<file path="src/hw/rtl/fbfla_ram.sv">
// ----------------------------------------------------------------------------
// fbfla_ram: generic single write port RAM
// One write and one read per cycle, read data registered.
// ----------------------------------------------------------------------------
module fbfla_ram #(
   parameter int WIDTH = 8,
   parameter int DEPTH = 16
) (
   input  logic                     clock,
   input  logic                     we,
   input  logic [$clog2(DEPTH)-1:0] waddr,
   input  logic [WIDTH-1:0]         wdata,
   input  logic                     re,
   input  logic [$clog2(DEPTH)-1:0] raddr,
   output logic [WIDTH-1:0]         rdata
);

   logic [WIDTH-1:0] mem_ff [DEPTH];
   logic [WIDTH-1:0] rdata_ff;

   always_ff @(posedge clock) begin
      if (we) begin
         mem_ff[waddr] <= wdata;
      end
      if (re) begin
         rdata_ff <= mem_ff[raddr];
      end
   end

   assign rdata = rdata_ff;

endmodule

</file>
<file path="config.mk">
export PLATFORM = sky130hd
export DESIGN_NAME = fbfla_ram
export DESIGN_NICKNAME = d
export VERILOG_FILES = /design/src/hw/rtl/fbfla_ram.sv
export SDC_FILE = /design/constraint.sdc
export NUM_CORES = 1
export LEC_CHECK = 0
export ABC_AREA = 1
export BUFFER_PORTS_ARGS = -buffer_cell sky130_fd_sc_hd__buf_4
export CAP_MARGIN = 20
export CELL_PAD_IN_SITES_DETAIL_PLACEMENT = 1
export CELL_PAD_IN_SITES_GLOBAL_PLACEMENT = 1
export CORE_AREA = 2 2 113 115
export DETAILED_ROUTE_END_ITERATION = 8
export DIE_AREA = 0 0 115 117
export PLACE_DENSITY_LB_ADDON = 0.1
export SYNTH_ARGS = -nofsm -noshare
export SYNTH_HDL_FRONTEND = slang
export SYNTH_SLANG_ARGS = --single-unit
export TNS_END_PERCENT = 10
</file>
<file path="constraint.sdc">
create_clock -name clock -period 1.5 [get_ports clock]
set_clock_uncertainty 0.2 [all_clocks]
set_input_delay 0.3 -clock clock [delete_from_list [all_inputs] [get_ports clock]]
set_output_delay 0.3 -clock clock [all_outputs]
set_load 0.02 [all_outputs]
</file>
== After elaboration in Yosys (flattened, before gate mapping) ==
Memories as Yosys holds them, arrays and structs flattened. A register that Yosys moved wholly into a read port is not among the register bits.
Cells that the tools add are included.

* Register bits: 0
* Latch bits: 0
* Bits in writable memories: 128
* Memory bits (read-only): 0
* Input port bits: 19
* Output and inout port bits: 8
* Word-level logic and storage cells: 3
* Memories kept: 1

{| class="wikitable"
|+ Memory list
! memory !! words !! bits a word !! rd ports !! clocked after Yosys merged registers in !! write ports !! RTL line !! RTL
|-
| mem_ff || 16 || 8 || 1 || 1 || 1 || 18 || <nowiki>logic [WIDTH-1:0] mem_ff [DEPTH];</nowiki>
|}

* $add $sub $neg: 0
* $mul: 0
* Div/mod/pow operators: 0
* $lt $le $gt $ge: 0
* Eq/ne operators: 0
* Shifts and indexed selects: 0
* Mux-type cells: 2
* Bitwise operators: 0
* Reduce and logical (&&, ||, !) cells: 0

{| class="wikitable"
|+ Operators by type and width
! cell !! number
|-
| $mux 1 || 2
|}

== Logic depth before layout (Yosys ltp) ==
* Depth after elaboration: 2
* Mapped depth: 8
* Depth with buffers taken out: 7

== Least setup slack after synthesis ==
Ideal clock, no wire load.

* Path kind: input to register
* From: input waddr[3]
* To: memory mem_ff[4][0] (enable)
* Setup time: 0.370 ns
* Arrival time: 0.881 ns
* Required time: 0.930 ns
* Slack: 0.049 ns
* Stages: 2
* Path buffers: 0
* Cells stage by stage: nand3b_1 > nor2_1

{| class="wikitable"
|+ RTL lines
! item !! RTL line !! RTL
|-
| from (decl) || 11 || <nowiki>input logic [$clog2(DEPTH)-1:0] waddr,</nowiki>
|-
| to (decl) || 18 ||
|}

Straight into the memory's write port.

== Worst setup path in the final report ==
* From: register rdata_ff[0], in the netlist rdata[0] (read register of mem_ff)
* To: output rdata[0]

{| class="wikitable"
|+ RTL lines
! item !! RTL line !! RTL
|-
| from (decl) || 19 || <nowiki>logic [WIDTH-1:0] rdata_ff;</nowiki>
|-
| to (decl) || 15 || <nowiki>output logic [WIDTH-1:0] rdata</nowiki>
|}

No word-level cell between the ends.

==> metrics.txt <==
result of the run=finished with violations; failing checks=negative setup slack; Mean Syn Cell Area=10.6 um2; # Post-CTS Setup Buffers=0; most frequent cells after synthesis=173 x nand2_1, 136 x edfxtp_1, 100 x inv_1, 97 x nand3_1, 17 x nor2_1; number of global-route vias before repair=4309; clock buffer count from CTS=17; relative slew slack=81.9%; number of max-cap violations=0; Ports=27; Tightest Pin Transition=0.271 ns; CTS Root Cell=clkbuf_16; LEAKAGE=0.00307 uW; post-route antenna net violation count=0; largest voltage drop on the vdd net=0.687 mV; most used flip-flop cell after synthesis=edfxtp_1; grt peak-use layer=met2; Worst setup SP type=flop; Routed WL=16.1 mm; width of the die=115 um; final instance area=7030 um2; global-route usage over all layers=25.6%; Cells after Synth=551; Bufs on Longest Clock Path=2; Setup Slack @ Placement=-0.277 ns; area inside the core boundary=12300 um2; Setup Viol. Count Final=2; Critical Setup Path Class=reg2out; Critical Path End Type=primary output; power density over the cells=1260 nW/um2; effective utilization at floorplan=47.5%; final period utilization=102%; Antenna Cells=0; hold slack final=0.0466 ns; placer congestion estimate=0.807; highest net fanout along the worst path=1; worst path buffer plus inverter count=1; met3 capacity usage during global routing=5.10%; CP arrival=1.02 ns; Seq cells post-synth=136; most common cell in the synthesized netlist=nand2_1; final period demand of the worst path=1.52 ns; share of the yosys chip area belonging to registers=69.8%; number of clock sinks=136; final count of pins violating max slew=0; initial antenna violation count=0; number of synthesized flops with an enable pin=136; highest achievable clock rate=656 MHz; library cells used by synthesis=11; CTS H-tree depth=4; Worst path top cell family by delay=flip-flops; die area=13500 um2; RSZ-0062 raised after global routing=true; number of warning messages in the yosys log=0; clock latency reported for the late side of the worst-skew pair=0.42 ns; Layout area overhead=20.3%; Hold Violations, Final=0; placed standard-cell area=6460 um2; sum of net half-perimeters after detailed placement=10.4 mm; clock tree from TritonCTS=done; DR vias/cell=5.29; die extent in y=117 um; pin count of the biggest net entering global routing=48; Detailed Routing Iterations Pass 1=6; share of post-route cells with drive strength above 1=15.2%; overall power after layout=8890 uW; drt wl/cell=20.7 um; Post-synth ARST share=0%; Rows=41; minimum setup slack in the final design=-0.0249 ns; Syn Std Cell Area=5850 um2; met1 track demand over resource=32.5%; worst-path cell chain=buf_6; Detailed Route Iter0 Violations=296; post-synth top area cell=edfxtp_1; cell types occupying the most area after synthesis=edfxtp_1 70%, nand2_1 11%, nand3_1 8.3%; met2 Use GR=42.5%; worst path required time=1.00 ns; routed vias=4107; Critical Path Max Stage Delay=0.44 ns; DRC violation count after routing=0; net count after synthesis=570; Hold WC Path Type=in2reg; slowest cell on the critical path=edfxtp_1; nets@finish=633; Clk pin slew, worst setup/hold paths=0.06 ns; Port Buffers=26; wire length of the first global-routing pass=24.3 mm; area fraction of the dominant cell type after synthesis=69.8%; fin util=57.1%; total grt overflow=0
-- per-layer routing --
| metal | share of wire (%) | vias to the layer above |
|---|---|---|
| met1 | 42 | 2029 |
| met3 | 5.1 | 40 |
| met4 | 3.5 | 0 |
| met5 | 0 | - |
| met2 | 49 | 130 |
| li1 | - | 1908 |
-- power breakdown --
| group | internal [uW] | switching (uW) | leakage, uW |
|---|---|---|---|
| clock | 2400 | 1510 | 0.000270 |
| sequential | 4280 | 29.8 | 0.00124 |
| combinational | 233 | 427 | 0.00157 |
-- sequential cells by signal, indices dropped and copies added, names as in the netlist --
name,flops
mem_ff,128
rdata,8
-- cell type report --
class | instances | area [um2]
clock inverters | 12 | 109
repair buffers | 68 | 619
flip-flops and latches | 136 | 4080
fillers | 1347 | 5280
multi-input cells | 289 | 1210
inverters | 102 | 383
clock buffers | 20 | 437
well taps | 150 | 188
-- placed cells by master (no fill, tap or decap), drive strengths merged --
cell         instances
nand3b               2
clkbuf              20
nand3               97
inv                102
bufinv               2
nand2              173
clkinv               9
edfxtp             136
nor2                17
buf                 67
clkinvlp             1
dlygate4sd3          1
-- final timing paths --
check	startpoint	endpoint	slack, ns	depth (start not counted)
worst max-delay path	rdata[0]$_DFFE_PP_	rdata[0]	-0.02	1
worst min register to register	mem_ff[12][5]$_DFFE_PP_	rdata[5]$_DFFE_PP_	0.58	6
worst min-delay path	wdata[2]	mem_ff[3][2]$_DFFE_PP_	0.05	1
worst max register to register	mem_ff[4][4]$_DFFE_PP_	rdata[4]$_DFFE_PP_	0.10	6
-- cells by family (layout without fill, tap and decap cells) --
family                 Yosys count  count (layout)  synth area share, %
buffers and inverters          126             202                 9.39
DFF                            136             136                 69.8
and+or+nand+nor                289             289                 20.8
-- per-stage QoR --
step	TNS (ns)	instances
6_report	-0.0343	777
5_1_grt	-0.0775	777
4_1_cts	-0.0819	777
3_5_place_dp	-2.07	744
3_3_place_gp	-1.58	744
2_1_floorplan	0	551
-- what timing repair did --
item                                    CTS  global route
hold endpoints to repair                  8             0
hold buffers                              1             0
resized for setup                         5             0
cloned                                    0             0
endpoints found under the setup margin    5             5
Power figures use the tool's default switching activity.
