===== src/hw/rtl/fbfla_pkg.sv =====
// ----------------------------------------------------------------------------
// fbfla_pkg: shared definitions for the fixed block free list allocator
// Widths, link codes, status codes, register indexes and the divider
// request/response structs.
// ----------------------------------------------------------------------------
package fbfla_pkg;

   // pool depth and derived widths
   localparam int MAX_BLOCKS = 1024;
   localparam int IDX_W      = $clog2(MAX_BLOCKS);
   localparam int LINK_W     = IDX_W + 1;

   // payload widths
   localparam int ADDR_W     = 32;
   localparam int SIZE_W     = 16;
   localparam int COUNT_W    = 11;
   localparam int STAT_W     = 3;
   localparam int CSR_IDX_W  = 2;
   localparam int CSR_DATA_W = 32;
   localparam int DIV_CNT_W  = $clog2(ADDR_W);

   // link store codes beyond any block index
   localparam logic [LINK_W-1:0] LINK_END = {LINK_W{1'b1}};
   localparam logic [LINK_W-1:0] LINK_DET = {{(LINK_W-1){1'b1}}, 1'b0};

   // register indexes
   localparam logic [CSR_IDX_W-1:0] CSR_BASE  = 2'd0;
   localparam logic [CSR_IDX_W-1:0] CSR_SIZE  = 2'd1;
   localparam logic [CSR_IDX_W-1:0] CSR_COUNT = 2'd2;

   // register reset values
   localparam logic [ADDR_W-1:0]  BASE_RST  = '0;
   localparam logic [SIZE_W-1:0]  SIZE_RST  = 16'd64;
   localparam logic [COUNT_W-1:0] COUNT_RST = 11'd1024;

   typedef enum logic [STAT_W-1:0] {
      ST_OK        = 3'd0,
      ST_EXHAUSTED = 3'd1,
      ST_UNALIGNED = 3'd2,
      ST_RANGE     = 3'd3,
      ST_DOUBLE    = 3'd4
   } status_type;

   typedef enum logic {
      CMD_ALLOC   = 1'b0,
      CMD_RELEASE = 1'b1
   } command_type;

   // divider handshake
   typedef struct packed {
      logic              start;
      logic [ADDR_W-1:0] dividend;
      logic [SIZE_W-1:0] divisor;
   } div_req_type;

   typedef struct packed {
      logic              busy;
      logic              done;
      logic [ADDR_W-1:0] quotient;
      logic [SIZE_W-1:0] remainder;
   } div_rsp_type;

endpackage


===== src/hw/rtl/fbfla_div.sv =====
// ----------------------------------------------------------------------------
// fbfla_div: iterative restoring divider
// Divides a 32-bit value by a nonzero 16-bit value, one quotient bit a cycle.
// ----------------------------------------------------------------------------
module fbfla_div (
   input  logic                  clock,
   input  logic                  reset,
   input  fbfla_pkg::div_req_type div_req,
   output fbfla_pkg::div_rsp_type div_rsp
);
   import fbfla_pkg::*;

   logic                 busy_ff, busy_in;
   logic                 done_ff, done_in;
   logic [DIV_CNT_W-1:0] cnt_ff, cnt_in;
   logic [SIZE_W-1:0]    rem_ff, rem_in;
   logic [SIZE_W-1:0]    dsr_ff, dsr_in;
   logic [ADDR_W-1:0]    quo_ff, quo_in;
   logic [SIZE_W:0]      trial;
   logic [SIZE_W:0]      diff;

   // one shift-subtract step per cycle; dividend shifts out as quotient shifts in
   always_comb begin
      trial   = {rem_ff, quo_ff[ADDR_W-1]};
      diff    = trial - {1'b0, dsr_ff};
      busy_in = busy_ff;
      done_in = 1'b0;
      cnt_in  = cnt_ff;
      rem_in  = rem_ff;
      dsr_in  = dsr_ff;
      quo_in  = quo_ff;
      if (div_req.start) begin
         busy_in = 1'b1;
         cnt_in  = '0;
         rem_in  = '0;
         dsr_in  = div_req.divisor;
         quo_in  = div_req.dividend;
      end else if (busy_ff) begin
         if (trial >= {1'b0, dsr_ff}) begin
            rem_in = diff[SIZE_W-1:0];
            quo_in = {quo_ff[ADDR_W-2:0], 1'b1};
         end else begin
            rem_in = trial[SIZE_W-1:0];
            quo_in = {quo_ff[ADDR_W-2:0], 1'b0};
         end
         cnt_in = cnt_ff + 1'b1;
         if (cnt_ff == DIV_CNT_W'(ADDR_W - 1)) begin
            busy_in = 1'b0;
            done_in = 1'b1;
         end
      end
   end

   always_ff @(posedge clock) begin
      if (reset) begin
         busy_ff <= 1'b0;
         done_ff <= 1'b0;
         cnt_ff  <= '0;
      end else begin
         busy_ff <= busy_in;
         done_ff <= done_in;
         cnt_ff  <= cnt_in;
      end
      rem_ff <= rem_in;
      dsr_ff <= dsr_in;
      quo_ff <= quo_in;
   end

   assign div_rsp.busy      = busy_ff;
   assign div_rsp.done      = done_ff;
   assign div_rsp.quotient  = quo_ff;
   assign div_rsp.remainder = rem_ff;

endmodule


===== config.mk =====
export PLATFORM = sky130hd
export DESIGN_NAME = fbfla_div
export DESIGN_NICKNAME = d
export VERILOG_FILES = /design/src/hw/rtl/fbfla_pkg.sv /design/src/hw/rtl/fbfla_div.sv
export SDC_FILE = /design/constraint.sdc
export NUM_CORES = 1
export LEC_CHECK = 0
export BUFFER_PORTS_ARGS = -buffer_cell sky130_fd_sc_hd__buf_2
export CAP_MARGIN = 20
export CELL_PAD_IN_SITES_DETAIL_PLACEMENT = 2
export CELL_PAD_IN_SITES_GLOBAL_PLACEMENT = 2
export CORE_ASPECT_RATIO = 1.4
export CORE_MARGIN = 2
export CORE_UTILIZATION = 36
export DETAILED_ROUTE_END_ITERATION = 7
export GPL_ROUTABILITY_DRIVEN = 0
export HOLD_SLACK_MARGIN = 0.06
export PLACE_DENSITY_LB_ADDON = 0.1
export SYNTH_ARGS = -nofsm -noshare
export SYNTH_HDL_FRONTEND = slang
export SYNTH_SLANG_ARGS = --single-unit
export TNS_END_PERCENT = 10

===== constraint.sdc =====
create_clock -name clock -period 6.5 [get_ports clock]
set_input_delay 1.3 -clock clock [delete_from_list [all_inputs] [get_ports clock]]
set_output_delay 1.3 -clock clock [all_outputs]
set_load 0.03 [all_outputs]

Word-level counts from Yosys, hierarchy flattened
Index checks and enable logic that the tools add are counted.
- flip-flop bits (word level): 71
- input port bits: 51
- add/subtract/negate cells: 2
- muxes and demuxes: 8
- reductions and logical operators: 3
- order comparisons: 1
- bitwise gates (word level): 1
- eq/ne operators: 1
- operators by type and width (operator ; count):
    $mux 32 ; 2
    $ge 17x16->1 ; 1
    $mux 16 ; 1
    $sub 16x16->16 ; 1
    $add 5x1->5 const B ; 1
    $eq 5x5->1 const B ; 1
    $mux 1 ; 5
    $reduce_or 3->1 ; 1
    $reduce_bool 2->1 ; 1
    $reduce_or 2->1 ; 1
    $not 1->1 ; 1

Longest topological paths before layout
- word-level depth: 4
- gate-level depth with buffers: 12
- depth with buffers taken out: 10

Worst setup path after synthesis
Ideal clock, no wire load.
- kind: input to register
- start point: input port div_req[48] (netlist name)
- end point: register quo_ff[0] (enable)
- arrival time: 2.377 ns
- path buffers: 1
- slack: 3.737 ns
- stages: 3
- path through: clkbuf_1 > nor2_1 > inv_1
- word-level cells in the longest chain between the ends: 1
- RTL lines (what ; line ; source):
    start, declared ; fbfla_div.sv:8 ; input fbfla_pkg::div_req_type div_req,
    $reduce_bool 2->1 (no source line) ; - ;
    end signal, assigned ; fbfla_div.sv:66 ; quo_ff <= quo_in;
    end, declared ; fbfla_div.sv:18 ; logic [ADDR_W-1:0] quo_ff, quo_in;
No other way between the ends.
A chain may end at the register's enable or synchronous reset.

Final worst setup path
- start point: register rem_ff[8]
- end point: register rem_ff[0]
- word-level cells in the longest chain between the ends: 2
- RTL lines (what ; line ; source):
    start, declared ; fbfla_div.sv:16 ; logic [SIZE_W-1:0] rem_ff, rem_in;
    start signal, assigned ; fbfla_div.sv:64 ; rem_ff <= rem_in;
    $ge 17x16->1 ; fbfla_div.sv:39 ; if (trial >= {1'b0, dsr_ff}) begin
    $mux 16 ; fbfla_div.sv:39 ;
No other way between the ends.

==> results.toml <==
[setup_path]
path_class = "reg -> reg"
worst_ep_arrival_time_ns = 3.20
setup.worst_path.start_class = "flip-flop"
worstSetupEndpointType = "flip-flop"
cp.required_ns = 6.74
cp_max_fo = 19
critPathSlowestCell = "a21bo_2"
cp_cell_sequence = "ha_1 > and4_4 > nand3_2 > nor4_1 > a2111oi_1 > a21bo_2 > mux2_4 > a211oi_2"
crit_path_max_incr_delay_ns = 0.62

[synthesis]
syn_inst = 315
ys.flop_type = "edfxtp_1"
synth_seq_cells = 71
synth-compound-area-share_pct = 10.66
synth_top_family_by_area = "multiplexers"
ys_seq_area_share_pct = 51.28
async_reset_ff_share_pct = 0
synth_edf_count = 48
synthAdderAreaFrac_pct = 6.613
synth_xor_area_share_pct = 3.543
synthDistinctLibCells = 51
avgSynthCellArea_sq_um = 11.77
synthesis.area_sq_um = 3709
syn_nets = 385
yosysWarnings = 0
synth_mux_area_share_pct = 14.44
synthSimpleGateAreaFrac_pct = 8.907

[final_layout]
area_growth_pct = 24.63
layout_commonest_cell = "buf_2"
final_cell_mix = "100 x buf_2, 48 x edfxtp_1, 32 x mux2_2"
finalInstanceArea_sq_um = 4622
drive_gt1_share_pct = 36.52
num-fill-cells = 1052
nets = 484

[sta]
fin_crit_sh_pct = 45.47
final.setup_skew_ns = 0.004533
layout_setup_ws_ns = 3.544
slew-limit-headroom_pct = 47.96
hold_viol = 0
grt_setup_unrepaired = "no"
slew_viol_final = 0
finalSetupViolCount = 0
period_needed_ns = 2.956
fin_setup_tns_ns = 0
tightest_slew_ns = 0.7805
fmax_ghz = 0.3383

[clock_network]
cts.path.max_buffers = 2
clock_latency_ns = 0.33
cts.repair.resized = 0
clock-sinks = 71
cts_tree = "yes"
ctsHoldBuffers = 0
numCtsBuffers = 9
clk_pin_slew_ns = 0.06
post_cts_buffers = 0
htreeDepth = 3
clockRootBuffer = "clkbuf_16"

[drt]
firstDrtPassIters = 4
wire_per_inst_um = 18.28
routed_wl_mm = 10.15
ant_nets = 0
drt_iter0_drc = 52
top_layer_used = "met4"
via_per_inst = 5.058
drc = 0
wl_met2_mm = 5.683
vias = 2807
wl_met3_um = 566
drt-met1-wl_mm = 3.793

[power]
p_seq_share_pct = 41.2
sw_frac_of_total_pct = 29.62
p_switching_w = 0.0003975
ir_worst_vdd_mv = 0.1479
power_density_nw_per_um2 = 290.3
clockPowerShare_pct = 35.8
p_comb_share_pct = 23.0
p_leak_nw = 1.995
p_int_w = 0.0009444

[global_routing]
grt_pass1_vias = 3224
track_usage_pct = 19.16
gr-total-overflow = 0
antenna_found_initial = 1
grt_pass1_wl_mm = 16.70
grt_max_degree = 65

[die]
dieWidth_um = 89.78
core_area_sq_um = 9953
die_h_um = 124.1
ios = 101
rows = 43
die_area_sq_um = 11140
initial_core_util_pct = 37.26

[placement]
dp_hpwl_mm = 7.500
placed_area_sq_um = 4334
pre_cts_ws_ns = 3.193
io_buffers = 100

[run]
cap_viol_max_count = 0

[worst_hold_path]
worst_hold_path_type = "reg -> reg"

[run_status]
status = "finished, final reports clean"
## worst paths after layout
check	depth (start not counted)	end	slack (ns)	startpoint
hold / removal	2	rem_ff[15]	0.50	rem_ff[15]
setup reg to reg	8	rem_ff[0]	3.54	rem_ff[8]
hold reg to reg	2	rem_ff[15]	0.50	rem_ff[15]
setup / recovery	8	rem_ff[0]	3.54	rem_ff[8]
## sequential cells by signal, summed over array words and instances, names as in the netlist
signal,cells
busy_ff,1
cnt_ff,5
done_ff,1
dsr_ff,16
quo_ff,32
rem_ff,16
## kinds of logic after synthesis
| logic type | after synthesis |
|---|---|
| buffers and inverters | 37 |
| AND/OR/NAND/NOR | 69 |
| multiplexers | 49 |
| flip-flops | 71 |
| AO/OA/AOI/OAI | 55 |
| adder cells (fa/ha/maj) | 19 |
| XOR/XNOR | 15 |
## stage by stage
step / util [%] / power [W] / hold WS (ns) / instances
final: 46.44 / 0.001342 / 0.5009 / 555
after global routing: 46.44 / 0.001414 / 0.5394 / 555
after CTS: 46.41 / 0.001363 / 0.5107 / 554
after detailed placement: 43.54 / 0.0008729 / 0.5018 / 538
after global placement: 43.27 / 0.0008613 / 0.4819 / 537
after floorplan: - / 0.0007791 / 0.4673 / 315
## worst max-delay path: cells and delay by family (launching register included)
kind / cells / cell delay (ns)
mux: 1 / 0.36
fa+ha+maj: 1 / 0.46
flops: 1 / 0.34
compound gates: 3 / 1.00
simple gates: 3 / 0.72
## final cells by class
type / count / area [sq um] / share of cell area [%]
diodes: 1 / 2.502 / 0.05414
flip-flops and latches: 71 / 1902 / 41.15
multi-input cells: 207 / 1638 / 35.44
clock inverters: 3 / 45.04 / 0.9746
inverters: 22 / 82.58 / 1.787
well taps: 135 / 168.9 / 3.655
repair buffers: 103 / 543.0 / 11.75
clock buffers: 13 / 240.2 / 5.198
## synthesized netlist by cell type, types with 2 or more instances
library cell | instances | share of area, %
o31ai_1 | 2 | 0.40
o21ai_0 | 4 | 0.54
a211o_1 | 2 | 0.47
nor3_1 | 3 | 0.40
buf_6 | 3 | 0.91
o21ai_1 | 4 | 0.54
buf_4 | 2 | 0.40
and3_1 | 3 | 0.51
nor2_1 | 28 | 2.8
mux2i_1 | 16 | 4.3
xor2_1 | 8 | 1.9
xnor2_1 | 7 | 1.7
o21a_1 | 2 | 0.40
dfxtp_1 | 23 | 12
nand2_1 | 14 | 1.4
inv_1 | 22 | 2.2
nor4_1 | 2 | 0.34
and2_1 | 3 | 0.51
ha_1 | 18 | 6.1
a21oi_1 | 11 | 1.5
a31oi_1 | 2 | 0.34
clkbuf_1 | 9 | 0.91
mux2_2 | 32 | 9.7
nand4_1 | 3 | 0.51
nand3_1 | 4 | 0.54
a21o_1 | 4 | 0.81
nand2b_1 | 3 | 0.51
a31o_1 | 2 | 0.47
edfxtp_1 | 48 | 39
a211oi_1 | 10 | 2.0
## per-layer routing
| metal | vias to the layer above | global-route usage (%) |
|---|---|---|
| met2 | 72 | 37.45 |
| li1 | 1356 | - |
| met5 | - | 0 |
| met1 | 1371 | 19.78 |
| met3 | 8 | 5.626 |
| met4 | 0 | 5.962 |
## power groups by stage
| stage | combinational (W) | clock (W) | sequential, W |
|---|---|---|---|
| global placement | 0.000299 | 0 | 0.000562 |
| finish | 0.000308 | 0.000480 | 0.000553 |
| CTS | 0.000313 | 0.000495 | 0.000554 |
| global route | 0.000338 | 0.000517 | 0.000560 |
| floorplan | 0.000164 | 0 | 0.000616 |
| detailed placement | 0.000310 | 0 | 0.000562 |
Note: power is estimated with default switching activity, not from simulation.
